$ cat src/design/etrs_pkg.sv
// Package for the Euler TRS model matrix block: widths, CORDIC constants,
// fixed-point helper functions. No dependencies.
package etrs_pkg;

  localparam int unsigned CordicStagesDef = 16;
  localparam int unsigned FracBitsDef     = 16;
  localparam int unsigned AtanLen         = 30;
  localparam int unsigned Deg64Turn       = 23040;
  localparam int unsigned AngW            = 16;
  localparam int unsigned DataW           = 32;
  localparam int unsigned CordW           = 34;
  localparam logic signed [CordW-1:0] GainQ30 = 34'sd652032874;

  typedef logic signed [CordW-1:0] cord_t;

  typedef struct packed {
    cord_t      x;
    cord_t      y;
    cord_t      z;
    logic [1:0] q;
  } cord_lane_t;

  function automatic cord_t atan_lut(input logic [4:0] idx);
    cord_t v;
    unique case (idx)
      5'd0:  v = 34'sd536870912;
      5'd1:  v = 34'sd316933406;
      5'd2:  v = 34'sd167458907;
      5'd3:  v = 34'sd85004756;
      5'd4:  v = 34'sd42667331;
      5'd5:  v = 34'sd21354465;
      5'd6:  v = 34'sd10679838;
      5'd7:  v = 34'sd5340245;
      5'd8:  v = 34'sd2670163;
      5'd9:  v = 34'sd1335087;
      5'd10: v = 34'sd667544;
      5'd11: v = 34'sd333772;
      5'd12: v = 34'sd166886;
      5'd13: v = 34'sd83443;
      5'd14: v = 34'sd41722;
      5'd15: v = 34'sd20861;
      5'd16: v = 34'sd10430;
      5'd17: v = 34'sd5215;
      5'd18: v = 34'sd2608;
      5'd19: v = 34'sd1304;
      5'd20: v = 34'sd652;
      5'd21: v = 34'sd326;
      5'd22: v = 34'sd163;
      5'd23: v = 34'sd81;
      5'd24: v = 34'sd41;
      5'd25: v = 34'sd20;
      5'd26: v = 34'sd10;
      5'd27: v = 34'sd5;
      5'd28: v = 34'sd3;
      5'd29: v = 34'sd1;
      default: v = '0;
    endcase
    return v;
  endfunction

  function automatic logic signed [DataW-1:0] sat32(input logic signed [65:0] v);
    logic signed [DataW-1:0] r;
    if (v > 66'sh0_7FFF_FFFF) begin
      r = 32'sh7FFF_FFFF;
    end else if (v < -66'sh0_8000_0000) begin
      r = 32'sh8000_0000;
    end else begin
      r = v[DataW-1:0];
    end
    return r;
  endfunction

endpackage

$ cat src/design/etrs_cordic_cell.sv
// One CORDIC rotation cell for three lanes plus carried payload.
// Depends on etrs_pkg.
module etrs_cordic_cell #(
  parameter int unsigned Stage = 0,
  parameter int unsigned PayW  = 192
) (
  input  logic                   clk_i,
  input  logic                   en_i,
  input  etrs_pkg::cord_lane_t   lane_i [3],
  input  logic [PayW-1:0]        pay_i,
  output etrs_pkg::cord_lane_t   lane_o [3],
  output logic [PayW-1:0]        pay_o
);
  import etrs_pkg::*;

  localparam cord_t Atan = atan_lut(5'(Stage));

  for (genvar l = 0; l < 3; l++) begin : g_lane
    cord_t xs, ys;
    assign xs = lane_i[l].x >>> Stage;
    assign ys = lane_i[l].y >>> Stage;
    always_ff @(posedge clk_i) begin
      if (en_i) begin
        lane_o[l].q <= lane_i[l].q;
        if (!lane_i[l].z[CordW-1]) begin
          lane_o[l].x <= lane_i[l].x - ys;
          lane_o[l].y <= lane_i[l].y + xs;
          lane_o[l].z <= lane_i[l].z - Atan;
        end else begin
          lane_o[l].x <= lane_i[l].x + ys;
          lane_o[l].y <= lane_i[l].y - xs;
          lane_o[l].z <= lane_i[l].z + Atan;
        end
      end
    end
  end

  always_ff @(posedge clk_i) begin
    if (en_i) begin
      pay_o <= pay_i;
    end
  end

endmodule

$ cat config.mk
export PLATFORM = sky130hd
export DESIGN_NAME = etrs_cordic_cell
export DESIGN_NICKNAME = d
export VERILOG_FILES = /design/src/design/etrs_pkg.sv /design/src/design/etrs_cordic_cell.sv
export SDC_FILE = /design/constraint.sdc
export NUM_CORES = 1
export LEC_CHECK = 0
export ABC_AREA = 0
export BUFFER_PORTS_ARGS = -buffer_cell sky130_fd_sc_hd__buf_2
export CORE_AREA = 8 8 383 385
export DETAILED_ROUTE_END_ITERATION = 10
export DIE_AREA = 0 0 391 393
export PLACE_DENSITY = 0.44
export SETUP_SLACK_MARGIN = 0.3
export SLEW_MARGIN = 20
export SYNTH_ARGS = -nofsm -noshare
export SYNTH_HDL_FRONTEND = slang
export SYNTH_SLANG_ARGS = --single-unit
export TNS_END_PERCENT = 20
$ cat constraint.sdc
create_clock -name clk_i -period 4.45 [get_ports clk_i]
set_input_delay 0.89 -clock clk_i [delete_from_list [all_inputs] [get_ports clk_i]]
set_output_delay 0.89 -clock clk_i [all_outputs]
set_load 0.005 [all_outputs]
==> results of run 1 <==
==> worst paths after layout <==
check	start	end	slack [ps]	depth (start not counted)
setup / recovery	lane_i[148]	lane_o[167]$_DFFE_PP_	640	13
hold / removal	pay_i[170]	pay_o[170]$_DFFE_PP_	370	1
==> flip-flops by register name, summed over array words and instances, names as in the netlist <==
register,cells
lane_o,309
pay_o,192
==> Yosys cell counts, types with 11 or more instances <==
| cell | count | area [sq um] |
|---|---|---|
| a211o_1 | 12 | 105 |
| a211oi_1 | 28 | 210 |
| a21boi_0 | 11 | 82.6 |
| a21o_1 | 50 | 375 |
| a21oi_1 | 324 | 1620 |
| a31oi_1 | 25 | 156 |
| and3_1 | 11 | 68.8 |
| buf_1 | 17 | 63.8 |
| buf_2 | 19 | 95.1 |
| clkbuf_1 | 94 | 353 |
| edfxtp_1 | 501 | 15000 |
| fa_1 | 12 | 240 |
| ha_1 | 306 | 3830 |
| inv_1 | 302 | 1130 |
| mux2i_1 | 54 | 541 |
| nand2_1 | 148 | 556 |
| nand2b_1 | 36 | 225 |
| nand3_1 | 48 | 240 |
| nand4_1 | 21 | 131 |
| nor2_1 | 253 | 950 |
| nor2b_1 | 48 | 300 |
| nor3_1 | 54 | 270 |
| nor4_1 | 22 | 138 |
| o211ai_1 | 20 | 150 |
| o21a_1 | 31 | 233 |
| o21ai_0 | 202 | 1010 |
| o21bai_1 | 50 | 375 |
| o22ai_1 | 11 | 68.8 |
| o31ai_1 | 29 | 218 |
| or3_1 | 17 | 106 |
| xnor2_1 | 165 | 1450 |
| xor2_1 | 36 | 315 |
==> metal layers <==
metal	up-vias	wire, um	GRT usage (%)	part of all wire, %
met4	20	3580	4.22	2.3
met3	182	11800	5.10	7.6
li1	13500	-	-	-
met5	-	136	0	0.088
met2	1095	73300	31.9	47
met1	14200	66000	24.4	43
==> power by group through the flow <==
stage | logic [W] | clock network (W) | registers, W
after global routing | 0.00448 | 0.00595 | 0.00616
after CTS | 0.00417 | 0.00583 | 0.00613
after floorplan | 0.00193 | 0 | 0.00622
after global placement | 0.00417 | 0 | 0.00621
final | 0.00414 | 0.00562 | 0.00611
after detailed placement | 0.00414 | 0 | 0.00621
==> per-stage QoR <==
stage	worst slack (ps)	hold WS, ps	std cells	instance area, sq um
2_1_floorplan	830	989	3154	32300
5_1_grt	402	305	6168	42500
4_1_cts	718	281	6164	42500
3_3_place_gp	19.1	1070	6045	40200
6_report	643	370	6182	42500
3_5_place_dp	14.5	1070	6045	40200
==> cells by family (layout without fill, tap and decap cells) <==
group           count (synthesis)  in the layout  synth area share [%]
compound gates                934            934                  18.2
mux                            55             55                  1.71
fa+ha+maj                     318            318                  12.6
xor+xnor                      201            201                  5.44
simple gates                  703            703                  10.2
other cells                     0             18                     0
buf+inv                       442           1562                  5.27
flops                         501            501                  46.5
==> final cells by class <==
cell class | instances | area [sq um]
flip-flops and latches | 501 | 15000
repair buffers | 1136 | 6070
clock buffers | 72 | 1670
fillers | 15000 | 98000
multi-input cells | 2211 | 15600
well taps | 1890 | 2360
inverters | 307 | 1150
clock inverters | 47 | 577
diodes | 18 | 45.0
==> flow_summary.yaml, run 1 <==
status:
  status: "completed"
pwr:
  power_frac_comb_pct: 26.1
  irDropWorstVdd_uv: 274
  p_per_area_nw_per_um2: 373
  power_frac_seq_pct: 38.5
  p_leak_nw: 18.6
  p_int_w: 0.0107
  finalPower_w: 0.0159
  swShare_pct: 32.6
  switchingPower_w: 0.00517
  power_frac_clock_pct: 35.4
floorplan:
  die_w_um: 391
  start_util_pct: 23.0
  die_h_um: 393
  die-area_sq_um: 154000
  fp.coreArea_sq_um: 141000
  io_pins: 1010
  row_count: 138
synth:
  synth_cell_types: 87
  synth-seq-area-share_pct: 46.5
  ys.flop_type: "edfxtp_1"
  synthesis.nets: 3978
  async_flop_share_pct: 0
  postSynthAreaPerCell_sq_um: 10.3
  ys_warn_count: 0
  netlist_instances: 3154
  synth_edf_count: 501
  ys_ff_latch: 501
  syn_area_sq_um: 32300
critical_path:
  path_buf_inv: 3
  worstSetupEndpointType: "register"
  crit_chain: "buf_2 -> inv_1 -> ha_1 -> buf_4 -> nand2_1 -> a311oi_1 -> nor2_1 -> o31ai_1 -> a211o_1 -> a21boi_0 -> o21ai_0 -> a21oi_1 -> xnor2_1"
  crit_path_start_kind: "input port"
  cp_slowest_stage_delay_ps: 590
  crit_required_ps: 4820
  path_delay_family: "compound AO/OA/AOI/OAI gates"
  critical_path_class: "input port to register"
  arrival_ps: 4180
  slowest_stage: "a311oi_1"
  cp_max_fo: 10
clock_network:
  clock_path_buffers: 3
  hold_buffers: 0
  clkTransAtPathRegs_ps: 70
  cts-resized-gates: 0
  cts_setup_buffers: 0
  tritoncts: "done"
  root_buffer: "clkbuf_16"
  htree_levels: 3
  cts_buffers: 66
  clkSinkCount: 501
timing:
  hold_violations: 0
  tightest_slew_ps: 948
  slew_headroom_pct: 36.8
  setup_viol: 0
  timing.fmax_ghz: 0.263
  slew_violations: 0
  rsz0062_at_grt: "no"
  finalCritPeriodShare_pct: 85.5
  fin_crit_ps: 3810
  fin_setup_tns_ps: 0
cells_and_area:
  nNetsFinal: 5047
  area_growth_pct: 31.5
  final_layout_size_suffix_gt1_share_pct: 29.8
  layout_common_cells: "buf_2 (1007), edfxtp_1 (501), a21oi_1 (324)"
  final_common_cell: "buf_2"
  final_util_pct: 30.3
detailed_routing:
  drc: 0
  drt_iter0_drc: 2326
  drt-total-wl_um: 155000
  firstDrtPassIters: 6
  vias: 29000
  viasPerCell: 4.69
  drtAntennaViolNets: 0
  wl_per_cell_um: 25.0
global_routing:
  grt-ovfl-total: 0
  grt_usage_pct: 19.0
  grt_pass1_wl_um: 214000
  first_global_vias: 28700
  grt_max_degree: 86
  antenna_found_initial: 46
worst_hold_path:
  hold_path_class: "input port to register"
place:
  io_buffer_count: 1009
  gp_congestion: 0.934
  hpwl_um: 129000
flow_run:
  maxCapViolCount: 0
No activity file was read; power rests on OpenSTA's default activity.
==> run 2: changes to the inputs <==
==> constraint.sdc (replaced) <==
create_clock -name clk_i -period 4.45 [get_ports clk_i]
set_input_delay 0.445 -clock clk_i [delete_from_list [all_inputs] [get_ports clk_i]]
set_output_delay 0.445 -clock clk_i [all_outputs]
set_load 0.005 [all_outputs]
==> flow_summary.yaml, run 2 (synthesized netlist as in run 1, its figures left out) <==
global_routing:
  antenna_found_initial: 54
  grt_usage_pct: 19.3
  grt-ovfl-total: 0
  grt_max_degree: 90
  first_global_vias: 30000
  grt_pass1_wl_um: 220000
  grt_use_met2_pct: 32.5
  grt-busiest-layer: "met2"
  use_met1_pct: 24.6
  grt.met3_usage_pct: 4.90
place:
  dp_slack_ps: 498
  io_buffer_count: 1009
  gp_congestion: 0.942
  hpwl_um: 129000
critical_path:
  worstSetupEndpointType: "register"
  crit_path_start_kind: "input port"
  crit_required_ps: 4820
  cp_max_fo: 3
  critical_path_class: "input port to register"
  arrival_ps: 3680
timing:
  finalCritPeriodShare_pct: 74.5
  slew_violations: 0
  hold_violations: 0
  timing.fmax_ghz: 0.302
  fin_setup_tns_ps: 0
  setup_viol: 0
  tightest_slew_ps: 1040
  setup_ws_ps: 1130
  fin_crit_ps: 3320
  rsz0062_at_grt: "no"
  slew_headroom_pct: 30.6
pwr:
  power_frac_clock_pct: 31.7
  swShare_pct: 32.6
  p_per_area_nw_per_um2: 342
  power_frac_comb_pct: 28.1
  p_leak_nw: 19.2
  irDropWorstVdd_uv: 330
  switchingPower_w: 0.00496
  p_int_w: 0.0102
  power_frac_seq_pct: 40.2
detailed_routing:
  viasPerCell: 4.70
  drt-total-wl_um: 157000
  vias: 30000
  firstDrtPassIters: 6
  drtAntennaViolNets: 0
  drt_iter0_drc: 2462
  drc: 0
  wl_per_cell_um: 24.7
clock_network:
  clock_path_buffers: 3
  cts-resized-gates: 0
  clkSinkCount: 501
  tritoncts: "done"
  clkTransAtPathRegs_ps: 60
  htree_levels: 2
  root_buffer: "clkbuf_16"
  cts_buffers: 60
floorplan:
  io_pins: 1010
  die_w_um: 391
  fp.coreArea_sq_um: 141000
  die_h_um: 393
  die-area_sq_um: 154000
  start_util_pct: 23.0
  row_count: 138
cells_and_area:
  top_regs: "lane_o x309, pay_o x192"
  largest_reg_flops: 309
  top_register: "lane_o"
  final_layout_size_suffix_gt1_share_pct: 26.5
  fillers: 14800
  nNetsFinal: 5251
  layout_common_cells: "buf_2 (1007), edfxtp_1 (501), a21oi_1 (324)"
  final_common_cell: "buf_2"
  area_growth_pct: 37.4
status:
  status: "completed"
worst_hold_path:
  worstHoldPathCells: 1
  hold_path_class: "input port to register"
flow_run:
  maxCapViolCount: 0
## run 2: worst paths after layout
check | start | endpoint | slack, ps
max | lane_i[36] | lane_o[66]$_DFFE_PP_ | 1130
min | pay_i[72] | pay_o[72]$_DFFE_PP_ | 90
## run 2: per-layer routing
layer  wire length [um]  vias up
met5                148        -
met4               4360       22
met3              12700      219
met2              74400     1218
met1              65900    14600
li1                   -    14000
## run 2: what timing repair did
item                      CTS  global route
hold endpoints to repair  281             0
setup buffers               0             0
hold buffers              281             0
## run 2: power by group through the flow
stage | Sequential [W] | Combinational [W] | Clock, W
CTS | 0.00612 | 0.00431 | 0.00502
detailed placement | 0.00620 | 0.00407 | 0
finish | 0.00611 | 0.00428 | 0.00481
global placement | 0.00621 | 0.00409 | 0
global route | 0.00616 | 0.00465 | 0.00513
floorplan | 0.00622 | 0.00193 | 0
## run 2: metrics by stage
step | util, % | std cells | instance area [sq um] | total power, W | hold WS, ps
final | 31.6 | 6386 | 44400 | 0.0152 | 86.1
after global routing | 31.6 | 6372 | 44400 | 0.0159 | 30.4
after CTS | 31.6 | 6364 | 44400 | 0.0154 | 17.2
after detailed placement | 28.3 | 5974 | 39700 | 0.0103 | 623
after global placement | 28.3 | 5974 | 39700 | 0.0103 | 621
after floorplan | - | 3154 | 32300 | 0.00815 | 544
## run 2: critical path, stage by stage
cell,delay [ps]
buf_2,120
inv_1,50
ha_1,320
fa_1,280
nor2b_1,70
o31ai_1,470
a21oi_1,270
a221o_1,430
a41oi_1,350
a221o_1,360
nor2b_1,100
o22ai_1,160
a41oi_1,80
xnor2_1,170
## run 2: area by class of cell
class                      instances  area, sq um  area share [%]
tap                             1890         2360            5.32
timing repair buffer            1346         8370            18.8
antenna                           22         55.1           0.124
sequential                       501        15000            33.8
inverter                         307         1150            2.59
clock buffer                      75         1560            3.50
multi-input combinational       2211        15600            35.1
clock inverter                    34          303           0.681
==> run 3: changes to the inputs <==
clock period = 3.2 ns   (was 4.45 ns; I/O delays follow)
==> flow_summary.yaml, run 3 (synthesized netlist as in run 1, its figures left out) <==
pwr:
  p_per_area_nw_per_um2: 466
  finalPower_w: 0.0228
  irDropWorstVdd_uv: 415
  p_leak_nw: 21.9
flow_run:
  maxCapViolCount: 0
place:
  dp_slack_ps: -490
  gp_congestion: 0.917
  dpl.cell_count: 6474
  io_buffer_count: 1009
  hpwl_um: 132000
worst_hold_path:
  hold_path_class: "input port to register"
  hp-start: "lane_i[311]"
  worstHoldPathCells: 3
  hold_end: "lane_o[311]$_DFFE_PP_"
cells_and_area:
  layout_common_cells: "buf_2 (1007), buf_4 (544), edfxtp_1 (501)"
  nNetsFinal: 5766
  final_common_cell: "buf_2"
  final_layout_size_suffix_gt1_share_pct: 34.3
  area_growth_pct: 50.9
  top_register: "lane_o"
  finalNonFillerCells: 6918
  largest_reg_flops: 309
  final_util_pct: 34.7
  top_regs: "lane_o x309, pay_o x192"
clock_network:
  clkTransAtPathRegs_ps: 60
  htree_levels: 2
  cts_buffers: 61
  tritoncts: "done"
  root_buffer: "clkbuf_16"
  clkSinkCount: 501
  cts_setup_buffers: 0
  clock_path_buffers: 3
global_routing:
  grt_max_degree: 88
  antenna_found_initial: 61
  grt_pass1_wl_um: 224000
  first_global_vias: 32100
  grt_usage_pct: 19.5
  grt-ovfl-total: 0
critical_path:
  worstSetupEndpointType: "register"
  cp_max_fo: 8
  crit_required_ps: 3640
  critical_path_class: "input port to register"
  crit_path_start_kind: "input port"
  arrival_ps: 3340
  startpoint: "lane_i[253]"
floorplan:
  io_pins: 1010
  start_util_pct: 23.0
  die_h_um: 393
  fp.coreArea_sq_um: 141000
  die_w_um: 391
  row_count: 138
  die-area_sq_um: 154000
detailed_routing:
  drc: 0
  wl_per_cell_um: 23.0
  viasPerCell: 4.56
  drt-total-wl_um: 159000
  drt_iter0_drc: 2243
  firstDrtPassIters: 6
  vias: 31600
  drtAntennaViolNets: 0
timing:
  hold_violations: 0
  timing.fmax_ghz: 0.345
  slew_headroom_pct: 59.2
  fin_setup_tns_ps: 0
  tightest_slew_ps: 604
  setup_viol: 0
  finalCritPeriodShare_pct: 90.7
  setup_ws_ps: 297
  fin_crit_ps: 2900
  rsz0062_at_grt: "yes"
  slew_violations: 0
status:
  status: "completed"
run 3: cell type report:
class | instances | area, sq um
repair buffers | 1860 | 12400
inverters | 307 | 1150
flip-flops and latches | 501 | 15000
well taps | 1890 | 2360
clock inverters | 46 | 586
fillers | 14600 | 91700
clock buffers | 69 | 1560
multi-input cells | 2211 | 15700
diodes | 34 | 85.1
run 3: per-stage QoR:
stage,hold WS (ps),cell area [sq um]
4_1_cts,17.4,48700
5_1_grt,46.0,48800
3_5_place_dp,498,43600
3_3_place_gp,496,43600
6_report,85.5,48800
2_1_floorplan,419,32400
run 3: routing by layer:
metal | global-route usage [%] | up-vias | part of all wire, %
met5 | 0 | - | 0.082
met4 | 6.73 | 20 | 3.4
met3 | 5.48 | 227 | 8.1
li1 | - | 15000 | -
met1 | 24.7 | 15100 | 42
met2 | 31.9 | 1215 | 46
run 3: how the worst max path moves through the flow:
stage | cells after the start | slack [ps] | end
2_1_floorplan | 12 | 240 | lane_o[96]$_DFFE_PP_
3_3_place_gp | 15 | -440 | lane_o[101]$_DFFE_PP_
3_5_place_dp | 14 | -490 | lane_o[101]$_DFFE_PP_
4_1_cts | 14 | 370 | lane_o[101]$_DFFE_PP_
5_1_grt | 15 | 200 | lane_o[311]$_DFFE_PP_
6_report | 15 | 300 | lane_o[311]$_DFFE_PP_
run 3: worst max-delay path: stages:
cell	delay [ps]
buf_2	100
inv_1	50
ha_1	420
nand2_1	110
o21ai_0	390
a22oi_1	140
a21oi_1	220
a311oi_1	80
buf_4	170
o31a_1	290
o311ai_0	410
buf_4	200
a2111oi_0	80
o21bai_1	200
xor2_1	160
run 3: what timing repair did:
action | in CTS | in global routing
cloned | 0 | 0
setup endpoints to repair | 1 | 12
hold buffers | 294 | 1
gates resized for setup | 1 | 4
endpoints found under the hold margin | 294 | 1
run 3: where the power goes:
group	internal, W	switching, W
clock network	0.00441	0.00306
registers	0.00822	0.000297
logic	0.00305	0.00373
